===== src/hdl/mldc_pkg.sv =====
`timescale 1ns / 1ps
// ----------------------------------------------------------------------------
// mldc_pkg
// Shared constants for the meter line deframer with checksum check.
// ----------------------------------------------------------------------------
package mldc_pkg;

    localparam int LINE_BYTES_DEF = 64;

    localparam logic [7:0] CR_CODE    = 8'h0D;
    localparam logic [7:0] SPACE_CODE = 8'h20;

    localparam logic [1:0] STATUS_DATA   = 2'd0;
    localparam logic [1:0] STATUS_EMPTY  = 2'd1;
    localparam logic [1:0] STATUS_REJECT = 2'd2;

endpackage


===== src/hdl/mldc_ram.sv =====
`timescale 1ns / 1ps
// ----------------------------------------------------------------------------
// mldc_ram
// Generic single write port RAM with one registered read port.
// ----------------------------------------------------------------------------
module mldc_ram #(
    parameter int WIDTH = 8,
    parameter int DEPTH = 64
) (
    input  logic                     aclk,
    input  logic                     we,
    input  logic [$clog2(DEPTH)-1:0] waddr,
    input  logic [WIDTH-1:0]         wdata,
    input  logic                     re,
    input  logic [$clog2(DEPTH)-1:0] raddr,
    output logic [WIDTH-1:0]         rdata
);

    logic [WIDTH-1:0] mem [DEPTH];

    always_ff @(posedge aclk) begin
        if (we) begin
            mem[waddr] <= wdata;
        end
        if (re) begin
            rdata <= mem[raddr];
        end
    end

endmodule


===== src/hdl/meter_line_deframer_checksum_check.sv =====
`timescale 1ns / 1ps
// ----------------------------------------------------------------------------
// meter_line_deframer_checksum_check
// Collects meter line bytes, checks the trailing checksum at carriage return
// and streams verified characters, an empty-line marker or a reject word.
// ----------------------------------------------------------------------------
//  channel | ports                                         | direction
//  s_      | s_valid s_ready s_rx_byte                     | in, raw bytes
//  m_      | m_valid m_ready m_line_char m_last_of_line    | out, results
//          | m_line_status                                 |
//
// A byte other than carriage return is accepted without leaving the idle state.
// A carriage return on a line of s stored characters (s >= 2) starts a checksum
// scan through the line store read port, then a settle and a verdict step, then
// one read and one output load per emitted character; output stalls hold the load.
// A line with fewer than 2 characters is rejected without a scan.
// s_ready is low from carriage return until the last word is loaded.
// aresetn is synchronous and active low; the line store needs no clearing.
// ----------------------------------------------------------------------------
module meter_line_deframer_checksum_check
    import mldc_pkg::*;
#(
    parameter int LINE_BYTES = LINE_BYTES_DEF
) (
    input  logic       aclk,
    input  logic       aresetn,
    input  logic       s_valid,
    output logic       s_ready,
    input  logic [7:0] s_rx_byte,
    output logic       m_valid,
    input  logic       m_ready,
    output logic [6:0] m_line_char,
    output logic       m_last_of_line,
    output logic [1:0] m_line_status
);

    localparam int W = $clog2(LINE_BYTES);
    localparam logic [W-1:0] SLOTS = W'(LINE_BYTES - 2);

    typedef enum logic [5:0] {
        ST_IDLE     = 6'b000001,
        ST_SCAN     = 6'b000010,
        ST_SETTLE   = 6'b000100,
        ST_VERDICT  = 6'b001000,
        ST_EMIT_RD  = 6'b010000,
        ST_EMIT_OUT = 6'b100000
    } state_t;

    state_t     state_reg, state_next;
    logic [W-1:0] fill_reg, fill_next;
    logic [W-1:0] len_reg, len_next;
    logic [W-1:0] idx_reg, idx_next;
    logic [W-1:0] pidx_reg;
    logic         pend_reg;
    logic [5:0]   sum_reg, sum_next;
    logic         spc_ok_reg, spc_ok_next;
    logic [7:0]   ck_reg, ck_next;

    logic       m_valid_reg, m_valid_next;
    logic [6:0] m_char_reg, m_char_next;
    logic       m_last_reg, m_last_next;
    logic [1:0] m_status_reg, m_status_next;

    logic         ram_we;
    logic         ram_re;
    logic [W-1:0] ram_raddr;
    logic [7:0]   ram_rdata;
    logic         in_acc;
    logic         out_free;
    logic         good;

    mldc_ram #(
        .WIDTH(8),
        .DEPTH(LINE_BYTES)
    ) u_store (
        .aclk (aclk),
        .we   (ram_we),
        .waddr(fill_reg),
        .wdata(s_rx_byte),
        .re   (ram_re),
        .raddr(ram_raddr),
        .rdata(ram_rdata)
    );

    assign s_ready  = (state_reg == ST_IDLE);
    assign in_acc   = s_valid && s_ready;
    assign out_free = !m_valid_reg || m_ready;
    assign good     = spc_ok_reg && (ck_reg == (SPACE_CODE + {2'b00, sum_reg}));

    assign ram_we    = in_acc && (s_rx_byte >= SPACE_CODE) && (fill_reg < SLOTS);
    assign ram_re    = (state_reg == ST_SCAN) || (state_reg == ST_EMIT_RD);
    assign ram_raddr = idx_reg;

    assign m_valid        = m_valid_reg;
    assign m_line_char    = m_char_reg;
    assign m_last_of_line = m_last_reg;
    assign m_line_status  = m_status_reg;

    always_comb begin
        state_next    = state_reg;
        fill_next     = fill_reg;
        len_next      = len_reg;
        idx_next      = idx_reg;
        sum_next      = sum_reg;
        spc_ok_next   = spc_ok_reg;
        ck_next       = ck_reg;
        m_valid_next  = m_valid_reg && !m_ready;
        m_char_next   = m_char_reg;
        m_last_next   = m_last_reg;
        m_status_next = m_status_reg;

        if (pend_reg) begin
            if (pidx_reg < (len_reg - W'(2))) begin
                sum_next = sum_reg + ram_rdata[5:0];
            end
            if (pidx_reg == (len_reg - W'(2))) begin
                spc_ok_next = (ram_rdata == SPACE_CODE);
            end
            if (pidx_reg == (len_reg - W'(1))) begin
                ck_next = ram_rdata;
            end
        end

        case (state_reg)
            ST_IDLE: begin
                if (in_acc) begin
                    if (s_rx_byte == CR_CODE) begin
                        len_next    = fill_reg;
                        fill_next   = '0;
                        idx_next    = '0;
                        sum_next    = '0;
                        spc_ok_next = 1'b0;
                        ck_next     = '0;
                        state_next  = (fill_reg < W'(2)) ? ST_VERDICT : ST_SCAN;
                    end else if (ram_we) begin
                        fill_next = fill_reg + W'(1);
                    end
                end
            end
            ST_SCAN: begin
                idx_next = idx_reg + W'(1);
                if (idx_reg == (len_reg - W'(1))) begin
                    state_next = ST_SETTLE;
                end
            end
            ST_SETTLE: begin
                state_next = ST_VERDICT;
            end
            ST_VERDICT: begin
                idx_next = '0;
                if (!good) begin
                    if (out_free) begin
                        m_valid_next  = 1'b1;
                        m_char_next   = '0;
                        m_last_next   = 1'b1;
                        m_status_next = STATUS_REJECT;
                        state_next    = ST_IDLE;
                    end
                end else if (len_reg == W'(2)) begin
                    if (out_free) begin
                        m_valid_next  = 1'b1;
                        m_char_next   = '0;
                        m_last_next   = 1'b1;
                        m_status_next = STATUS_EMPTY;
                        state_next    = ST_IDLE;
                    end
                end else begin
                    state_next = ST_EMIT_RD;
                end
            end
            ST_EMIT_RD: begin
                state_next = ST_EMIT_OUT;
            end
            ST_EMIT_OUT: begin
                if (out_free) begin
                    m_valid_next  = 1'b1;
                    m_char_next   = ram_rdata[6:0];
                    m_last_next   = (idx_reg == (len_reg - W'(3)));
                    m_status_next = STATUS_DATA;
                    idx_next      = idx_reg + W'(1);
                    state_next    = (idx_reg == (len_reg - W'(3))) ? ST_IDLE : ST_EMIT_RD;
                end
            end
            default: begin
                state_next = ST_IDLE;
            end
        endcase
    end

    always_ff @(posedge aclk) begin
        if (!aresetn) begin
            state_reg   <= ST_IDLE;
            fill_reg    <= '0;
            pend_reg    <= 1'b0;
            m_valid_reg <= 1'b0;
        end else begin
            state_reg   <= state_next;
            fill_reg    <= fill_next;
            pend_reg    <= (state_reg == ST_SCAN);
            m_valid_reg <= m_valid_next;
        end
    end

    always_ff @(posedge aclk) begin
        len_reg      <= len_next;
        idx_reg      <= idx_next;
        pidx_reg     <= idx_reg;
        sum_reg      <= sum_next;
        spc_ok_reg   <= spc_ok_next;
        ck_reg       <= ck_next;
        m_char_reg   <= m_char_next;
        m_last_reg   <= m_last_next;
        m_status_reg <= m_status_next;
    end

endmodule


===== config.mk =====
export PLATFORM = sky130hd
export DESIGN_NAME = meter_line_deframer_checksum_check
export DESIGN_NICKNAME = d
export VERILOG_FILES = /design/src/hdl/mldc_pkg.sv /design/src/hdl/mldc_ram.sv /design/src/hdl/meter_line_deframer_checksum_check.sv
export SDC_FILE = /design/constraint.sdc
export NUM_CORES = 1
export LEC_CHECK = 0
export BUFFER_PORTS_ARGS = -buffer_cell sky130_fd_sc_hd__buf_2
export CORE_ASPECT_RATIO = 0.6
export CORE_MARGIN = 4
export CORE_UTILIZATION = 60
export DETAILED_ROUTE_END_ITERATION = 6
export PLACE_DENSITY_LB_ADDON = 0.1
export SLEW_MARGIN = 15
export SYNTH_ARGS = -nofsm -noshare
export SYNTH_HDL_FRONTEND = slang
export SYNTH_SLANG_ARGS = --single-unit

===== constraint.sdc =====
create_clock -name aclk -period 4.16 [get_ports aclk]
set_clock_uncertainty 0.1 [all_clocks]
set_input_delay 0.832 -clock aclk [delete_from_list [all_inputs] [get_ports aclk]]
set_output_delay 0.832 -clock aclk [all_outputs]
set_load 0.02 [all_outputs]

==> key figures <==
Power and ir drop
  • Max VDD drop: 0.395 mV
  • Power Total: 13.3 mW
  • P_leak: 8.53 nW
  • Pwr/cell area: 507 nW/um2

Floorplanning
  • Vert. Die Dim: 161 um
  • CORE AREA: 38000 um2
  • Cell row count: 55
  • Starting Density: 61.3%
  • Die area: 42200 um2
  • Number of placed I/O pins: 24
  • DIE WIDTH: 262 um

Placed design
  • Number of port buffers: 23
  • Pre-CTS WS: 0.758 ns
  • Inst Count DP: 1757
  • Dpl hpwl: 32600 um
  • GPL Wtd Cong: 0.812
  • Placed Area: 24500 um2

Global routing
  • Total global-route track usage: 24.8%
  • Largest net degree at the start of global routing: 65
  • Total gr overflow: 0
  • First-pass GRT wire length: 76800 um
  • Vias in the first global route: 11293
  • Antenna violations before repair: 0

Worst setup path
  • WP buf/inv: 0
  • Crit path DAT: 3.49 ns
  • Critical Path Sink Type: flop
  • Critical-path cell list: or4_4, nor3b_4, o2111a_1, and2b_2, nand2_2, nor2_1
  • CP peak stage delay: 0.65 ns
  • Crit Path Category: reg -> reg
  • CP top delay family: simple AND/OR/NAND/NOR gates
  • Critical path peak fanout: 10
  • Worst path slowest cell: nor2_1
  • CP Launch Type: flop
  • Worst Path Required: 4.25 ns

Timing
  • Final worst slack: 0.762 ns
  • Worst-Margin Slew: 0.845 ns
  • Min Clock Period, post-route: 3.40 ns
  • Hold Slack: 0.390 ns
  • FMAX: 294 MHz
  • Setup TNS after final layout: 0 ns
  • Final hold vios: 0
  • RSZ-0062 raised after global routing: no
  • Finish-stage setup viols: 0
  • Slew headroom: 43.7%
  • Tcrit/Tclk final: 81.7%
  • Slew Limit Fails: 0

Finish
  • Max reg flops: 512
  • Layout cells sized above 1: 27.7%
  • Fin area: 26100 um2
  • Fill cells: 2437
  • Register area: 17000 um2
  • Final core utilization: 68.8%
  • Antenna Cells: 0
  • Footprint of the multi-input gates: 6040 um2
  • Non-Filler Instances: 1847
  • Layout area overhead: 12.2%
  • Nets: 1327

Synth
  • Number of synthesized register bits: 577
  • Yosys top cell area share: 69.8%
  • Synth top area cells: edfxtp_1 (70%), mux4_2 (15%), dfxtp_1 (3.0%), nor2_1 (1.8%), ha_1 (1.0%)
  • Count leader, synth: edfxtp_1
  • Syn_area_per_cell: 19.7 um2
  • Mapped Area: 23300 um2
  • Post-synth EDFFs: 542
  • Synth warn: 0
  • Yosys cell types: 66
  • Post-synth top area cell: edfxtp_1
  • Post-synth ARST share: 0%
  • Top FF cell, synth: edfxtp_1
  • Most frequent cells after synthesis: edfxtp_1 (542), mux4_2 (160), nor2_1 (114), dfxtp_1 (35), clkbuf_1 (27)
  • Cells after Synth: 1180
  • Sequential share of the synthesized area: 72.9%

Flow run
  • MaxCap Viol Count: 0

Clocking
  • Worst-Skew Late Latency: 0.57 ns
  • CTS Buf Count: 49
  • # clock sinks: 577
  • Post_cts resized: 0
  • Clock buffer depth: 3
  • H-tree levels: 2
  • Setup Fix Bufs, Post-CTS: 0
  • CTS tree: done
  • Clock root cell: clkbuf_16
  • Hold_buf cts: 0
  • Clk slew on worst S/H paths: 0.06 ns

Routing
  • Drt drc: 0
  • Post-Route WL: 51600 um
  • Pre-Repair DR Iteration Count: 5
  • Post-DR wirelength/cell: 27.9 um
  • DR iter-0 viols: 1518
  • Max layer used: met4
  • Met3 WL post-DR: 5960 um
  • Routed wl met2: 21000 um
  • Vias per inst: 6.34
  • Routed Antenna Nets: 0
  • Wire length on met1: 23800 um
  • Vias: 11714

Worst hold path
  • Hold Path Class: reg -> reg

Run status
  • Status: finished clean
## layer usage
| metal | global-route usage [%] | vias to the layer above |
|---|---|---|
| li1 | - | 4980 |
| met1 | 42.3 | 6072 |
| met2 | 32.2 | 599 |
| met3 | 7.20 | 63 |
| met4 | 4.46 | 0 |
| met5 | 0 | - |
## tightest hold or removal path: stages (launching register included)
cell and delay (ns):
dfxtp_1 0.31, o21ai_0 0.07, a21oi_1 0.06
## worst paths after layout
check	start	endpoint	slack (ns)	cells after the start
min reg2reg	spc_ok_reg	spc_ok_reg	0.39	2
min	spc_ok_reg	spc_ok_reg	0.39	2
max reg2reg	state_reg[1]	u_store.mem[19][1]	0.76	6
max	state_reg[1]	u_store.mem[19][1]	0.76	6
## final cells by class
| class | instances | area share, % |
|---|---|---|
| multi-input cells | 539 | 23.1 |
| repair buffers | 111 | 3.11 |
| inverters | 17 | 0.244 |
| flip-flops and latches | 577 | 64.9 |
| well taps | 513 | 2.46 |
| clock buffers | 59 | 5.00 |
| clock inverters | 31 | 1.14 |
## cells in the final DEF (no fill, tap or decap), types with 3 or more instances in the layout
| cell type | instances |
|---|---|
| edfxtp_1 | 542 |
| mux4_2 | 160 |
| nor2_1 | 114 |
| buf_4 | 85 |
| clkbuf_16 | 51 |
| dfxtp_1 | 35 |
| xnor2_1 | 23 |
| buf_2 | 23 |
| mux2i_1 | 22 |
| nand2_1 | 22 |
| ha_1 | 19 |
| inv_1 | 17 |
| o21ai_0 | 16 |
| xor2_1 | 16 |
| conb_1 | 16 |
| clkinv_1 | 12 |
| a21oi_1 | 10 |
| clkinv_2 | 10 |
| nand3_1 | 9 |
| mux2_2 | 9 |
| and2_1 | 8 |
| nor3_1 | 8 |
| clkbuf_1 | 8 |
| nor2b_1 | 7 |
| nand3b_1 | 7 |
| bufinv_16 | 6 |
| nand2_2 | 5 |
| nor4_1 | 4 |
| or3_1 | 3 |
| and3_1 | 3 |
| nand4_1 | 3 |
| o21ai_1 | 3 |
| nand2b_1 | 3 |
| o21a_1 | 3 |
| a31oi_1 | 3 |
| buf_12 | 3 |
## report_power, final
group	internal (mW)	total, mW	switching, mW
registers	6.46	6.55	0.0898
clock network	2.61	4.61	2.00
logic	0.975	2.10	1.12
## logic make-up (layout without fill, tap and decap cells)
kind of cell	Yosys count	after routing	share of synthesized area, %
AO/OA/AOI/OAI	53	53	1.46
AND/OR/NAND/NOR	220	220	4.75
flip-flops	577	577	72.9
buffers and inverters	79	218	1.51
multiplexers	191	191	16.8
adder cells (fa/ha/maj)	20	20	1.11
XOR/XNOR	39	39	1.47
other	1	16	0.0161
Note: power is estimated with default switching activity, not from simulation.
